`src/rtl/cpsp_pkg.sv`:
```
// Shared widths, codes, controller/datapath interface types and saturation helpers.
package cpsp_pkg;

    localparam int FRAC_BITS    = 16;
    localparam int DEADBAND_DEG = 3;

    localparam int DATA_W     = 32;
    localparam int RPM_W      = 16;
    localparam int INT_W      = 48;
    localparam int LIM_W      = 31;
    localparam int CFG_IDX_W  = 4;
    localparam int CFG_DATA_W = 32;

    // gain products: operand magnitude split at SPLIT bits, two passes of one multiplier
    localparam int OPND_W = 50;
    localparam int MAG_W  = 49;
    localparam int SPLIT  = 24;
    localparam int UP     = SPLIT - FRAC_BITS;
    localparam int HI_W   = MAG_W - SPLIT;
    localparam int PROD_W = DATA_W + HI_W;
    localparam int TSUM_W = 49;
    localparam int ACC_W  = 51;

    localparam logic [TSUM_W-1:0] TERM_LIM = TSUM_W'((64'd1 << (INT_W - 1)) - 64'd1);
    localparam logic [PROD_W-1:0] P_LIM    = PROD_W'(TERM_LIM >> UP);
    localparam logic [DATA_W:0]   DB_LIM   = (DATA_W + 1)'(DEADBAND_DEG) << FRAC_BITS;

    typedef enum logic [CFG_IDX_W-1:0] {
        REG_POS_KP      = 4'd0,
        REG_POS_KI      = 4'd1,
        REG_POS_KD      = 4'd2,
        REG_POS_OUT_MAX = 4'd3,
        REG_SPD_KP      = 4'd4,
        REG_SPD_KI      = 4'd5,
        REG_SPD_KD      = 4'd6,
        REG_SPD_OUT_MAX = 4'd7
    } t_cfg_reg;

    typedef enum logic [2:0] {
        TERM_POS_P,
        TERM_POS_I,
        TERM_POS_D,
        TERM_SPD_P,
        TERM_SPD_I,
        TERM_SPD_D
    } t_term;

    typedef struct packed {
        logic  load_in;
        logic  calc_err;
        logic  load_opnd;
        logic  mul_hi;
        logic  mul_lo;
        logic  acc;
        logic  calc_sref;
        logic  commit;
        t_term term;
    } t_dp_cmd;

    typedef struct packed {
        logic out_free;
    } t_dp_sts;

    function automatic logic signed [DATA_W-1:0] sat_data(input logic signed [OPND_W-1:0] v);
        logic signed [DATA_W-1:0] r;
        if ((&v[OPND_W-1:DATA_W-1]) || !(|v[OPND_W-1:DATA_W-1])) begin
            r = v[DATA_W-1:0];
        end else if (v[OPND_W-1]) begin
            r = {1'b1, {(DATA_W-1){1'b0}}};
        end else begin
            r = {1'b0, {(DATA_W-1){1'b1}}};
        end
        return r;
    endfunction

    function automatic logic signed [INT_W-1:0] sat_int(input logic signed [OPND_W-1:0] v);
        logic signed [INT_W-1:0] r;
        if ((&v[OPND_W-1:INT_W-1]) || !(|v[OPND_W-1:INT_W-1])) begin
            r = v[INT_W-1:0];
        end else if (v[OPND_W-1]) begin
            r = {1'b1, {(INT_W-1){1'b0}}};
        end else begin
            r = {1'b0, {(INT_W-1){1'b1}}};
        end
        return r;
    endfunction

endpackage

```
`src/rtl/cpsp_ctrl.sv`:
```
// Sequencer: walks the datapath through error, six gain terms, clamp and commit.
module cpsp_ctrl (
    input  logic               i_clk,
    input  logic               i_rst_n,
    input  logic               i_valid,
    output logic               o_stall,
    input  cpsp_pkg::t_dp_sts  i_sts,
    output cpsp_pkg::t_dp_cmd  o_cmd
);

    typedef enum logic [2:0] {
        S_IDLE,
        S_ERR,
        S_OPND,
        S_MHI,
        S_MLO,
        S_ACC,
        S_SREF,
        S_FIN
    } t_state;

    t_state          r_state, n_state;
    cpsp_pkg::t_term r_term,  n_term;

    always_comb begin
        n_state = r_state;
        n_term  = r_term;
        unique case (r_state)
            S_IDLE: begin
                if (i_valid) n_state = S_ERR;
            end
            S_ERR: begin
                n_term  = cpsp_pkg::TERM_POS_P;
                n_state = S_OPND;
            end
            S_OPND: n_state = S_MHI;
            S_MHI:  n_state = S_MLO;
            S_MLO:  n_state = S_ACC;
            S_ACC: begin
                n_state = S_OPND;
                unique case (r_term)
                    cpsp_pkg::TERM_POS_P: n_term = cpsp_pkg::TERM_POS_I;
                    cpsp_pkg::TERM_POS_I: n_term = cpsp_pkg::TERM_POS_D;
                    cpsp_pkg::TERM_POS_D: n_state = S_SREF;
                    cpsp_pkg::TERM_SPD_P: n_term = cpsp_pkg::TERM_SPD_I;
                    cpsp_pkg::TERM_SPD_I: n_term = cpsp_pkg::TERM_SPD_D;
                    cpsp_pkg::TERM_SPD_D: n_state = S_FIN;
                    default:              n_state = S_FIN;
                endcase
            end
            S_SREF: begin
                n_term  = cpsp_pkg::TERM_SPD_P;
                n_state = S_OPND;
            end
            S_FIN: begin
                if (i_sts.out_free) n_state = S_IDLE;
            end
            default: n_state = S_IDLE;
        endcase
    end

    always_ff @(posedge i_clk) begin
        if (!i_rst_n) begin
            r_state <= S_IDLE;
            r_term  <= cpsp_pkg::TERM_POS_P;
        end else begin
            r_state <= n_state;
            r_term  <= n_term;
        end
    end

    assign o_stall = (r_state != S_IDLE);

    always_comb begin
        o_cmd           = '0;
        o_cmd.term      = r_term;
        o_cmd.load_in   = (r_state == S_IDLE) && i_valid;
        o_cmd.calc_err  = (r_state == S_ERR);
        o_cmd.load_opnd = (r_state == S_OPND);
        o_cmd.mul_hi    = (r_state == S_MHI);
        o_cmd.mul_lo    = (r_state == S_MLO);
        o_cmd.acc       = (r_state == S_ACC);
        o_cmd.calc_sref = (r_state == S_SREF);
        o_cmd.commit    = (r_state == S_FIN) && i_sts.out_free;
    end

endmodule

```
`src/rtl/cpsp_dp.sv`:
```
// Datapath: gain registers, loop state, shared gain multiplier, clamps and output register.
module cpsp_dp (
    input  logic                                   i_clk,
    input  logic                                   i_rst_n,
    input  cpsp_pkg::t_dp_cmd                      i_cmd,
    output cpsp_pkg::t_dp_sts                      o_sts,
    input  logic                                   i_cfg_we,
    input  logic [cpsp_pkg::CFG_IDX_W-1:0]         i_cfg_index,
    input  logic [cpsp_pkg::CFG_DATA_W-1:0]        i_cfg_data,
    input  logic signed [cpsp_pkg::DATA_W-1:0]     i_pos_target,
    input  logic signed [cpsp_pkg::DATA_W-1:0]     i_pos_feedback,
    input  logic signed [cpsp_pkg::RPM_W-1:0]      i_speed_feedback,
    input  logic                                   i_stall,
    output logic                                   o_valid,
    output logic signed [cpsp_pkg::DATA_W-1:0]     o_speed_reference,
    output logic signed [cpsp_pkg::DATA_W-1:0]     o_drive_command,
    output logic                                   o_in_deadband
);

    localparam int DW = cpsp_pkg::DATA_W;
    localparam int OW = cpsp_pkg::OPND_W;
    localparam int AW = cpsp_pkg::ACC_W;

    // gains and limits
    logic [DW-1:0]                 r_pos_kp, r_pos_ki, r_pos_kd;
    logic [DW-1:0]                 r_spd_kp, r_spd_ki, r_spd_kd;
    logic [cpsp_pkg::LIM_W-1:0]    r_pos_out_max, r_spd_out_max;

    // loop state
    logic signed [cpsp_pkg::INT_W-1:0] r_pos_integral;
    logic signed [DW-1:0]              r_pos_err_last, r_spd_err_last;
    logic signed [DW-1:0]              r_spd_err_before, r_spd_accum;

    // per-beat working registers
    logic signed [DW-1:0]              r_tgt, r_fb;
    logic signed [cpsp_pkg::RPM_W-1:0] r_rpm;
    logic signed [DW-1:0]              r_e, r_se, r_sref;
    logic signed [cpsp_pkg::INT_W-1:0] r_int;
    logic                              r_dead;
    logic                              r_neg;
    logic [cpsp_pkg::MAG_W-1:0]        r_mag;
    logic [DW-1:0]                     r_gain;
    logic [cpsp_pkg::PROD_W-1:0]       r_p, r_q;
    logic signed [AW-1:0]              r_acc;
    logic                              r_out_valid;

    always_ff @(posedge i_clk) begin
        if (!i_rst_n) begin
            r_pos_kp      <= '0;
            r_pos_ki      <= '0;
            r_pos_kd      <= '0;
            r_pos_out_max <= '0;
            r_spd_kp      <= '0;
            r_spd_ki      <= '0;
            r_spd_kd      <= '0;
            r_spd_out_max <= '0;
        end else if (i_cfg_we) begin
            unique case (i_cfg_index)
                cpsp_pkg::REG_POS_KP:      r_pos_kp      <= i_cfg_data;
                cpsp_pkg::REG_POS_KI:      r_pos_ki      <= i_cfg_data;
                cpsp_pkg::REG_POS_KD:      r_pos_kd      <= i_cfg_data;
                cpsp_pkg::REG_POS_OUT_MAX: r_pos_out_max <= i_cfg_data[cpsp_pkg::LIM_W-1:0];
                cpsp_pkg::REG_SPD_KP:      r_spd_kp      <= i_cfg_data;
                cpsp_pkg::REG_SPD_KI:      r_spd_ki      <= i_cfg_data;
                cpsp_pkg::REG_SPD_KD:      r_spd_kd      <= i_cfg_data;
                cpsp_pkg::REG_SPD_OUT_MAX: r_spd_out_max <= i_cfg_data[cpsp_pkg::LIM_W-1:0];
                default: ;
            endcase
        end
    end

    // outer error, integral and deadband
    logic signed [DW:0]                diff;
    logic [DW:0]                       abs_diff;
    logic signed [DW-1:0]              e_sat;
    logic signed [OW-1:0]              int_sum;

    assign diff     = (DW + 1)'(r_tgt) - (DW + 1)'(r_fb);
    assign abs_diff = diff[DW] ? (DW + 1)'(-diff) : (DW + 1)'(diff);
    assign e_sat    = cpsp_pkg::sat_data(OW'(diff));
    assign int_sum  = OW'(r_pos_integral) + OW'(e_sat);

    // gain term operand and gain
    logic signed [OW-1:0] opnd;
    logic [DW-1:0]        gain_sel;

    always_comb begin
        case (i_cmd.term)
            cpsp_pkg::TERM_POS_P: begin
                opnd     = OW'(r_e);
                gain_sel = r_pos_kp;
            end
            cpsp_pkg::TERM_POS_I: begin
                opnd     = OW'(r_int);
                gain_sel = r_pos_ki;
            end
            cpsp_pkg::TERM_POS_D: begin
                opnd     = OW'(r_e) - OW'(r_pos_err_last);
                gain_sel = r_pos_kd;
            end
            cpsp_pkg::TERM_SPD_P: begin
                opnd     = OW'(r_se) - OW'(r_spd_err_last);
                gain_sel = r_spd_kp;
            end
            cpsp_pkg::TERM_SPD_I: begin
                opnd     = OW'(r_se);
                gain_sel = r_spd_ki;
            end
            cpsp_pkg::TERM_SPD_D: begin
                opnd     = OW'(r_se) - (OW'(r_spd_err_last) <<< 1) + OW'(r_spd_err_before);
                gain_sel = r_spd_kd;
            end
            default: begin
                opnd     = '0;
                gain_sel = '0;
            end
        endcase
    end

    // single multiplier, high then low part of the magnitude
    logic [cpsp_pkg::HI_W-1:0]   mul_b;
    logic [cpsp_pkg::PROD_W-1:0] prod;

    assign mul_b = i_cmd.mul_hi ? r_mag[cpsp_pkg::MAG_W-1:cpsp_pkg::SPLIT]
                                : cpsp_pkg::HI_W'(r_mag[cpsp_pkg::SPLIT-1:0]);
    assign prod  = cpsp_pkg::PROD_W'(r_gain) * cpsp_pkg::PROD_W'(mul_b);

    // recombine, shift out the fraction, saturate, apply sign
    logic [cpsp_pkg::TSUM_W-1:0] t_raw, t_mag;
    logic signed [AW-1:0]        t_ext, term_val;

    assign t_raw = (cpsp_pkg::TSUM_W'(r_p) << cpsp_pkg::UP)
                 + cpsp_pkg::TSUM_W'(r_q >> cpsp_pkg::FRAC_BITS);
    assign t_mag = (r_p > cpsp_pkg::P_LIM)         ? cpsp_pkg::TERM_LIM :
                   (t_raw > cpsp_pkg::TERM_LIM)    ? cpsp_pkg::TERM_LIM : t_raw;
    assign t_ext    = signed'(AW'(t_mag));
    assign term_val = r_neg ? -t_ext : t_ext;

    // outer clamp and inner error
    logic signed [AW-1:0] plim, sref_c;
    logic signed [OW-1:0] se_diff;

    assign plim   = signed'(AW'(r_pos_out_max));
    assign sref_c = (r_acc > plim) ? plim : ((r_acc < -plim) ? -plim : r_acc);
    assign se_diff = OW'(sref_c) - (OW'(r_rpm) <<< cpsp_pkg::FRAC_BITS);

    // inner accumulator clamp and deadband override
    logic signed [AW-1:0] slim, acc_sum, acc_c;
    logic signed [DW-1:0] cmd_new;

    assign slim    = signed'(AW'(r_spd_out_max));
    assign acc_sum = AW'(r_spd_accum) + r_acc;
    assign acc_c   = (acc_sum > slim) ? slim : ((acc_sum < -slim) ? -slim : acc_sum);
    assign cmd_new = r_dead ? '0 : DW'(acc_c);

    always_ff @(posedge i_clk) begin
        if (i_cmd.load_in) begin
            r_tgt <= i_pos_target;
            r_fb  <= i_pos_feedback;
            r_rpm <= i_speed_feedback;
        end
        if (i_cmd.calc_err) begin
            r_e    <= e_sat;
            r_int  <= cpsp_pkg::sat_int(int_sum);
            r_dead <= (abs_diff < cpsp_pkg::DB_LIM);
        end
        if (i_cmd.load_opnd) begin
            r_neg  <= opnd[OW-1];
            r_mag  <= opnd[OW-1] ? cpsp_pkg::MAG_W'(-opnd) : cpsp_pkg::MAG_W'(opnd);
            r_gain <= gain_sel;
        end
        if (i_cmd.mul_hi) r_p <= prod;
        if (i_cmd.mul_lo) r_q <= prod;
        if (i_cmd.calc_err || i_cmd.calc_sref) begin
            r_acc <= '0;
        end else if (i_cmd.acc) begin
            r_acc <= r_acc + term_val;
        end
        if (i_cmd.calc_sref) begin
            r_sref <= DW'(sref_c);
            r_se   <= cpsp_pkg::sat_data(se_diff);
        end
        if (i_cmd.commit) begin
            o_speed_reference <= r_sref;
            o_drive_command   <= cmd_new;
            o_in_deadband     <= r_dead;
        end
    end

    always_ff @(posedge i_clk) begin
        if (!i_rst_n) begin
            r_pos_integral   <= '0;
            r_pos_err_last   <= '0;
            r_spd_err_last   <= '0;
            r_spd_err_before <= '0;
            r_spd_accum      <= '0;
            r_out_valid      <= 1'b0;
        end else begin
            if (i_cmd.commit) begin
                r_pos_integral   <= r_int;
                r_pos_err_last   <= r_e;
                r_spd_err_before <= r_spd_err_last;
                r_spd_err_last   <= r_se;
                r_spd_accum      <= cmd_new;
            end
            if (i_cmd.commit) begin
                r_out_valid <= 1'b1;
            end else if (!i_stall) begin
                r_out_valid <= 1'b0;
            end
        end
    end

    assign o_valid        = r_out_valid;
    assign o_sts.out_free = !r_out_valid || !i_stall;

endmodule

```
`src/rtl/cascaded_position_speed_pid_core.sv`:
```
// Top level of the cascaded position/speed PID core.
// Cascaded position/speed servo, one control tick per input beat. An input beat is taken only
// while o_stall is low, and o_stall stays high from acceptance until the result is committed
// to the output register, so a new input is not taken before the previous beat is done. The
// single 32x25 gain multiplier is shared: after the error step, each of the six gain terms
// runs through operand, high product, low product and accumulate steps, with the outer clamp
// between the position and the speed terms and the commit at the end. The result sits in an
// output register, so a new beat may be accepted while the previous result is still stalled;
// commit waits for that register to free up. Gains and limits are written through the plain write
// port and are used by the next step that reads them; indexes beyond the register list are ignored.
module cascaded_position_speed_pid_core (
    input  logic                                   i_clk,
    input  logic                                   i_rst_n,
    input  logic                                   i_cfg_we,
    input  logic [cpsp_pkg::CFG_IDX_W-1:0]         i_cfg_index,
    input  logic [cpsp_pkg::CFG_DATA_W-1:0]        i_cfg_data,
    input  logic                                   i_valid,
    output logic                                   o_stall,
    input  logic signed [cpsp_pkg::DATA_W-1:0]     i_pos_target,
    input  logic signed [cpsp_pkg::DATA_W-1:0]     i_pos_feedback,
    input  logic signed [cpsp_pkg::RPM_W-1:0]      i_speed_feedback,
    output logic                                   o_valid,
    input  logic                                   i_stall,
    output logic signed [cpsp_pkg::DATA_W-1:0]     o_speed_reference,
    output logic signed [cpsp_pkg::DATA_W-1:0]     o_drive_command,
    output logic                                   o_in_deadband
);

    cpsp_pkg::t_dp_cmd cmd;
    cpsp_pkg::t_dp_sts sts;

    cpsp_ctrl u_ctrl (
        .i_clk   (i_clk),
        .i_rst_n (i_rst_n),
        .i_valid (i_valid),
        .o_stall (o_stall),
        .i_sts   (sts),
        .o_cmd   (cmd)
    );

    cpsp_dp u_dp (
        .i_clk             (i_clk),
        .i_rst_n           (i_rst_n),
        .i_cmd             (cmd),
        .o_sts             (sts),
        .i_cfg_we          (i_cfg_we),
        .i_cfg_index       (i_cfg_index),
        .i_cfg_data        (i_cfg_data),
        .i_pos_target      (i_pos_target),
        .i_pos_feedback    (i_pos_feedback),
        .i_speed_feedback  (i_speed_feedback),
        .i_stall           (i_stall),
        .o_valid           (o_valid),
        .o_speed_reference (o_speed_reference),
        .o_drive_command   (o_drive_command),
        .o_in_deadband     (o_in_deadband)
    );

    // deadband forces the command to zero
    a_deadband_zero: assert property (@(posedge i_clk) disable iff (!i_rst_n)
        (o_valid && o_in_deadband) |-> (o_drive_command == '0))
        else $error("drive command not zero in deadband");

    // an accepted beat keeps the input side stalled while it is worked on
    a_busy_after_accept: assert property (@(posedge i_clk) disable iff (!i_rst_n)
        (i_valid && !o_stall) |=> o_stall)
        else $error("input not stalled after accepting a beat");

    // a result only appears from a beat in progress
    a_result_from_work: assert property (@(posedge i_clk) disable iff (!i_rst_n)
        $rose(o_valid) |-> $past(o_stall))
        else $error("result beat without work in progress");

endmodule
```
`config.mk`:
```
export PLATFORM = sky130hd
export DESIGN_NAME = cascaded_position_speed_pid_core
export DESIGN_NICKNAME = d
export VERILOG_FILES = /design/src/rtl/cpsp_pkg.sv /design/src/rtl/cpsp_ctrl.sv /design/src/rtl/cpsp_dp.sv /design/src/rtl/cascaded_position_speed_pid_core.sv
export SDC_FILE = /design/constraint.sdc
export NUM_CORES = 2
export LEC_CHECK = 0
export BUFFER_PORTS_ARGS = -buffer_cell sky130_fd_sc_hd__clkbuf_2
export CORE_ASPECT_RATIO = 0.8
export CORE_UTILIZATION = 59
export CTS_CLUSTER_SIZE = 12
export DETAILED_ROUTE_END_ITERATION = 8
export GPL_TIMING_DRIVEN = 1
export PLACE_DENSITY = 0.78
export RECOVER_POWER = 25
export SETUP_SLACK_MARGIN = 0.3
export SLEW_MARGIN = 15
export SYNTH_ARGS = -nofsm -noshare
export SYNTH_HDL_FRONTEND = slang
export SYNTH_SLANG_ARGS = --single-unit
```
`constraint.sdc`:
```
create_clock -name i_clk -period 12.35 [get_ports i_clk]
set_input_delay 1.235 -clock i_clk [delete_from_list [all_inputs] [get_ports i_clk]]
set_output_delay 1.235 -clock i_clk [all_outputs]
set_load 0.1 [all_outputs]
```
After elaboration in Yosys (flattened, before gate mapping). Cells that the tools add are included. Widths: inputs -> output; s select.

$add $sub $neg: 15. $mul: 1. $lt $le $gt $ge: 7. Eq/ne operators: 23. Mux-type cells: 27. Reduce and logical (&&, ||, !) cells: 35.

Operators by type and width (number): $pmux 50 s6 (1); $mux 32 (7); $pmux 32 s6 (1); $mux 49 (3); $gt 51x32->1 (2); $lt 51x51->1 (2); $neg 31->51 (2); $mux 50 (2); $sub 32x32->33 (3); $mux 48 (2); $gt 57x39->1 const B (1); $mul 32x25->57 (1); $add 32x51->51 (1); $add 51x51->51 (1); $mux 51 (1); $neg 49->51 (1); $sub 50x32->50 (1); $add 48x32->49 (1); $add 49x41->49 (1); $gt 49x47->1 const B (1); $neg 49->49 (1); $add 34x32->35 (1); $sub 32x33->34 (1); $lt 33x18->1 const B (1); other kinds (31) (69).

Flip-flop bits (word level): 974. Input port bits: 121. Output and inout port bits: 67. Logic and storage cells: 141.

Logic depth before layout (Yosys ltp).
Depth in word-level cells: 10. Mapped depth: 46. Depth with buffers taken out: 41.

By module. A second synthesis with hierarchy kept.

Cells, all modules: 10287. Area total of the unflattened synthesis: 91179.9 sq um.

By module, submodules not included: cpsp_dp (times used 1, cells an instance 10235, area each 90779.6 sq um, sequential area each 23762.8 sq um); cpsp_ctrl (times used 1, cells an instance 52, area each 400.4 sq um, sequential area each 120.1 sq um).

Least setup slack after synthesis. No wires, ideal clock.

Path type: flip-flop to flip-flop. Start: register u_ctrl.r_state[0]. End: register u_dp.r_p[55] in the netlist's numbering (data pin). Library setup time: 0.262 ns. Arrival time: 10.271 ns. Data required time: 12.088 ns. Slack: 1.817 ns. Cell stages (with the launch flop): 34. Buffers on the path: 3. Period minus slack after synthesis: 10.533 ns. Path through: dfxtp_1 -> ha_1 -> nor2b_1 -> buf_1 -> clkbuf_1 -> mux2_2 -> clkbuf_1 -> nand2_1 -> fa_1 -> inv_1 -> fa_1 -> inv_1 -> fa_1 -> inv_1 -> fa_1 -> fa_1 -> inv_1 -> fa_1 -> inv_1 -> fa_1 -> ha_1 -> a21oi_1 -> o21bai_1 -> a2111oi_0 -> o21ai_0 -> a211oi_1 -> nor2_1 -> nor4_1 -> nor4_1 -> or3_1 -> o211a_1 -> a21o_1 -> a21oi_1 -> xnor2_1.

Longest elaborated chain between the ends: 3.

RTL lines: start: declaration (RTL line cpsp_ctrl.sv:22) `t_state r_state, n_state;`; start signal: assignment (RTL line cpsp_ctrl.sv:67) `r_state <= n_state;`; $eq 3x2->1 (RTL line cpsp_ctrl.sv:80) `o_cmd.mul_hi = (r_state == S_MHI);`; $mux 25 (RTL line cpsp_dp.sv:124) `assign mul_b = i_cmd.mul_hi ? r_mag[cpsp_pkg::MAG_W-1:cpsp_pkg::SPLIT]`; $mul 32x25->57 (RTL line cpsp_dp.sv:126) `assign prod = cpsp_pkg::PROD_W'(r_gain) * cpsp_pkg::PROD_W'(mul_b);`; via u_dp.prod (one bit) (RTL line cpsp_dp.sv:122) `logic [cpsp_pkg::PROD_W-1:0] prod;`; end signal: assignment (RTL line cpsp_dp.sv:172) `if (i_cmd.mul_hi) r_p <= prod;`; end: declaration (RTL line cpsp_dp.sv:43) `logic [cpsp_pkg::PROD_W-1:0] r_p, r_q;`.

The timed path passes the listed nets, and every way through them passes these cells. A chain may end at the register's enable or synchronous reset.

Worst setup path after layout.
Start: register u_dp.r_pos_out_max[1] in the netlist's numbering. End: register u_dp.r_se[11] (data pin).

Longest elaborated chain between the ends: 9. Elaborated cells between the ends (all ways): 12. Those cells by class: add/sub: 2; order compare: 2; mux: 4; reduce/logical: 4.

RTL lines: start: declaration (RTL line cpsp_dp.sv:27) `logic [cpsp_pkg::LIM_W-1:0] r_pos_out_max, r_spd_out_max;`; start signal: assignment (RTL line cpsp_dp.sv:62) `cpsp_pkg::REG_POS_OUT_MAX: r_pos_out_max <= i_cfg_data[cpsp_pkg::LIM_W-1:0];`; $neg 31->51 (RTL line cpsp_dp.sv:144) `assign sref_c = (r_acc > plim) ? plim : ((r_acc < -plim) ? -plim : r_acc);`; $lt 51x51->1 (RTL line cpsp_dp.sv:144); $mux 50 (RTL line cpsp_dp.sv:144); $mux 50 * (RTL line cpsp_dp.sv:144); via u_dp.sref_c[16] (RTL line cpsp_dp.sv:140) `logic signed [AW-1:0] plim, sref_c;`; $sub 50x32->50 * (RTL line cpsp_dp.sv:145) `assign se_diff = OW'(sref_c) - (OW'(r_rpm) <<< cpsp_pkg::FRAC_BITS);`; $reduce_or 19->1 (RTL line cpsp_pkg.sv:66) `if ((&v[OPND_W-1:DATA_W-1]) || !(|v[OPND_W-1:DATA_W-1])) begin`; $logic_not 1->1 (RTL line cpsp_pkg.sv:66); $logic_or 1x1->1 (RTL line cpsp_pkg.sv:66); $mux 32 * (RTL line cpsp_pkg.sv:66); end signal: assignment (RTL line cpsp_dp.sv:181) `r_se <= cpsp_pkg::sat_data(se_diff);`; end: declaration (RTL line cpsp_dp.sv:37) `logic signed [DW-1:0] r_e, r_se, r_sref;`.

Mark *: on every way through the listed nets, which the timed path passes. The rest lies on a longest branch.

==> out/qor.csv <==
metric,value,unit
status,"complete, but fails checks",
failing checks,"capacitance limit, slew limit",
setup_tns,0,ns
Min-Delay Path Depth,0,
Routed WL per cell,23.2,um
Tot GR Track Use,0.366,
Post-synth top cells,"nand2_1 (1723), inv_1 (1125), fa_1 (727)",
DRT Wirelength,290,mm
Chip Width,442,um
# H-tree levels,3,
CTS tree,done,
"Seq/Total Area, Yosys",0.261,
Syn Area/Cell,8.69,um^2
Initial Utilization,0.597,
post-synthesis register bit count,958,
clock skew,0.0681,ns
"critical path fanouts, max",30,
CP max stage delay,0.82,ns
Initial DRC Count,8217,
worst path required time,12.85,ns
Max-slew headroom,-1.98,
critical path type,flip-flop to flip-flop,
Die Area,157000,um^2
worst reg2reg path depth,42,
ys async rst share,0,
PostCTS Resize Cnt,0,
flop2flop setup slack,0.98,ns
first-pass GRT wire length,448,mm
initial antenna violation count,17,
syn_nets,12100,
fillers,12800,
Clock Path Buffers,3,
YS warnings,0,
share of cells above drive strength 1,0.0594,
crit-path leading delay family,simple AND/OR/NAND/NOR gates,
final setup violation count,0,
Critical Path Source Type,flip-flop,
Critical Path AT,11.87,ns
max frequency,88.0,MHz
Vias per Instance,6.26,
"Buf+Inv Stages, Crit Path",6,
core area,153000,um^2
dominant synthesized flop cell,dfxtp_1,
GP Congestion,0.999,
Levels on crit path,42,
Hold Crit Class,flip-flop to flip-flop,
post-route ant nets,0,
Post-CTS Setup Inserts,0,
RSZ-0062 raised after global routing,no,
"Hold-fix buffers, CTS",0,
Die Y-Extent,354,um
Worst path slowest cell,or4b_2,
PortBufs,187,
fin crit period,11.37,ns
I/O Pins,188,
post-DP HPWL,220,mm
"Reg clk slew, reported paths",0.06,ns
max cap viols,10,
Max Slew Vio Count,467,
CTS Buf Count,103,
Setup crit end kind,flip-flop,
worst-case hold slack,0.423,ns
CTS Root Cell,clkbuf_16,
total vias in the final route,78200,
total gr overflow,0,
share of the synthesized area in the top cell type,0.159,
# nets final,11900,
Syn Inst Count,10500,
number of global-route vias before repair,76600,
CTS Sinks,958,
DRC viols,0,
Area contributors post-synth,"fa_1 (16%), edfxtp_1 (15%), dfxtp_1 (11%)",
largest net degree at the start of global routing,133,
DRT Pass-1 Iters,7,
most frequent cell after synthesis,nand2_1,
num rows,128,
"EDFF count, synth",470,
Final Instance Area,97400,um^2
Slew @ Worst Pin,4.46,ns
Clock Latency Late Sink,0.76,ns
Final Hold Fails,0,
Final period util,0.921,
placed inst area,94000,um^2
post-synthesis cell type count,111,
Crit path top cell by count,or3_1,
biggest area consumer among synthesized cells,fa_1,
area delta synth->final,6.44,%
"Cell Area, Synth",91500,um^2
==> through the flow <==
step	instances	worst slack [ns]	util
after floorplan	10500	1.82	-
after global placement	12300	1.03	0.614
after global routing	12500	0.375	0.636
final	12500	0.981	0.636
after CTS	12500	0.675	0.636
after detailed placement	12300	0.775	0.614
==> layout make-up <==
class                   instances  area [um^2]  area share
diodes                          3         7.51   0.0000771
well taps                    2015         2520      0.0259
inverters                    1127         4230      0.0435
clock buffers                 147         2840      0.0291
clock inverters                41          532     0.00546
flip-flops and latches        958        23900       0.245
repair buffers                314         1930      0.0198
multi-input cells            7888        61400       0.631
==> path summary, 6_finish.rpt <==
kind	from	to
setup reg to reg	u_dp.r_pos_out_max[1]	u_dp.r_se[11]
setup / recovery	u_dp.r_pos_out_max[1]	u_dp.r_se[11]
hold / removal	u_dp.r_sref[13]	u_dp.o_speed_reference[13]
hold reg to reg	u_dp.r_sref[13]	u_dp.o_speed_reference[13]
==> cells in the final DEF, fill, tap and decap left out, types with 29 or more instances in the layout <==
cell          n
a31o_2       29
buf_4       112
a21boi_0    420
mux2_2       32
or2_2        32
and3_1       63
and2_1      106
nor2b_1     268
o21a_1      100
clkbuf_1     50
xor2_1      139
or3_1        61
ha_1        706
dfxtp_1     485
nand2_1    1722
o31ai_1      32
nand2b_1    114
nand4_1      95
edfxtp_1    470
clkbuf_2    180
nor2_1      436
maj3_1       32
nand3_1     189
o211ai_1     64
a31oi_1      60
a21o_1      227
clkbuf_16   103
a22oi_1     107
mux2i_1      74
nor3_1      143
a211oi_1     67
inv_1      1124
o22ai_1      41
o21bai_1     45
fa_1        727
xnor2_1     289
a22o_1       77
o21ai_0     391
a21oi_1     509
nor4_1       65
==> registers in the layout, summed over array words and instances, names as in the netlist, 41 cells and up <==
| name | flops |
|---|---|
| u_dp.r_int | 48 |
| u_dp.r_acc | 51 |
| u_dp.r_p | 57 |
| u_dp.r_mag | 49 |
| u_dp.r_q | 41 |
| u_dp.r_pos_integral | 48 |
==> kinds of logic (layout without fill, tap and decap cells) <==
family / Yosys count / count (layout) / share of synthesized area
xor gates and xnor gates: 429 / 429 / 0.0411
and+or+nand+nor: 3438 / 3438 / 0.174
adders and majority gates: 1465 / 1465 / 0.259
buffers and inverters: 1676 / 1629 / 0.0703
DFF: 958 / 958 / 0.261
other: 1 / 4 / 0.0000410
AOI/OAI and AO/OA: 2438 / 2438 / 0.181
muxes: 117 / 117 / 0.0135
==> per-layer routing <==
| layer | vias up | GRT usage | routed length, um | share of wire |
|---|---|---|---|---|
| met5 | - | 0.00928 | 274 | 0.00094 |
| met1 | 38300 | 0.526 | 126000 | 0.43 |
| li1 | 35700 | - | - | - |
| met3 | 569 | 0.0782 | 29200 | 0.10 |
| met4 | 12 | 0.137 | 11600 | 0.040 |
| met2 | 3710 | 0.543 | 123000 | 0.42 |
Power is not shown: default switching activity piles up to over one toggle a cycle in this logic, so the estimate is an artifact.
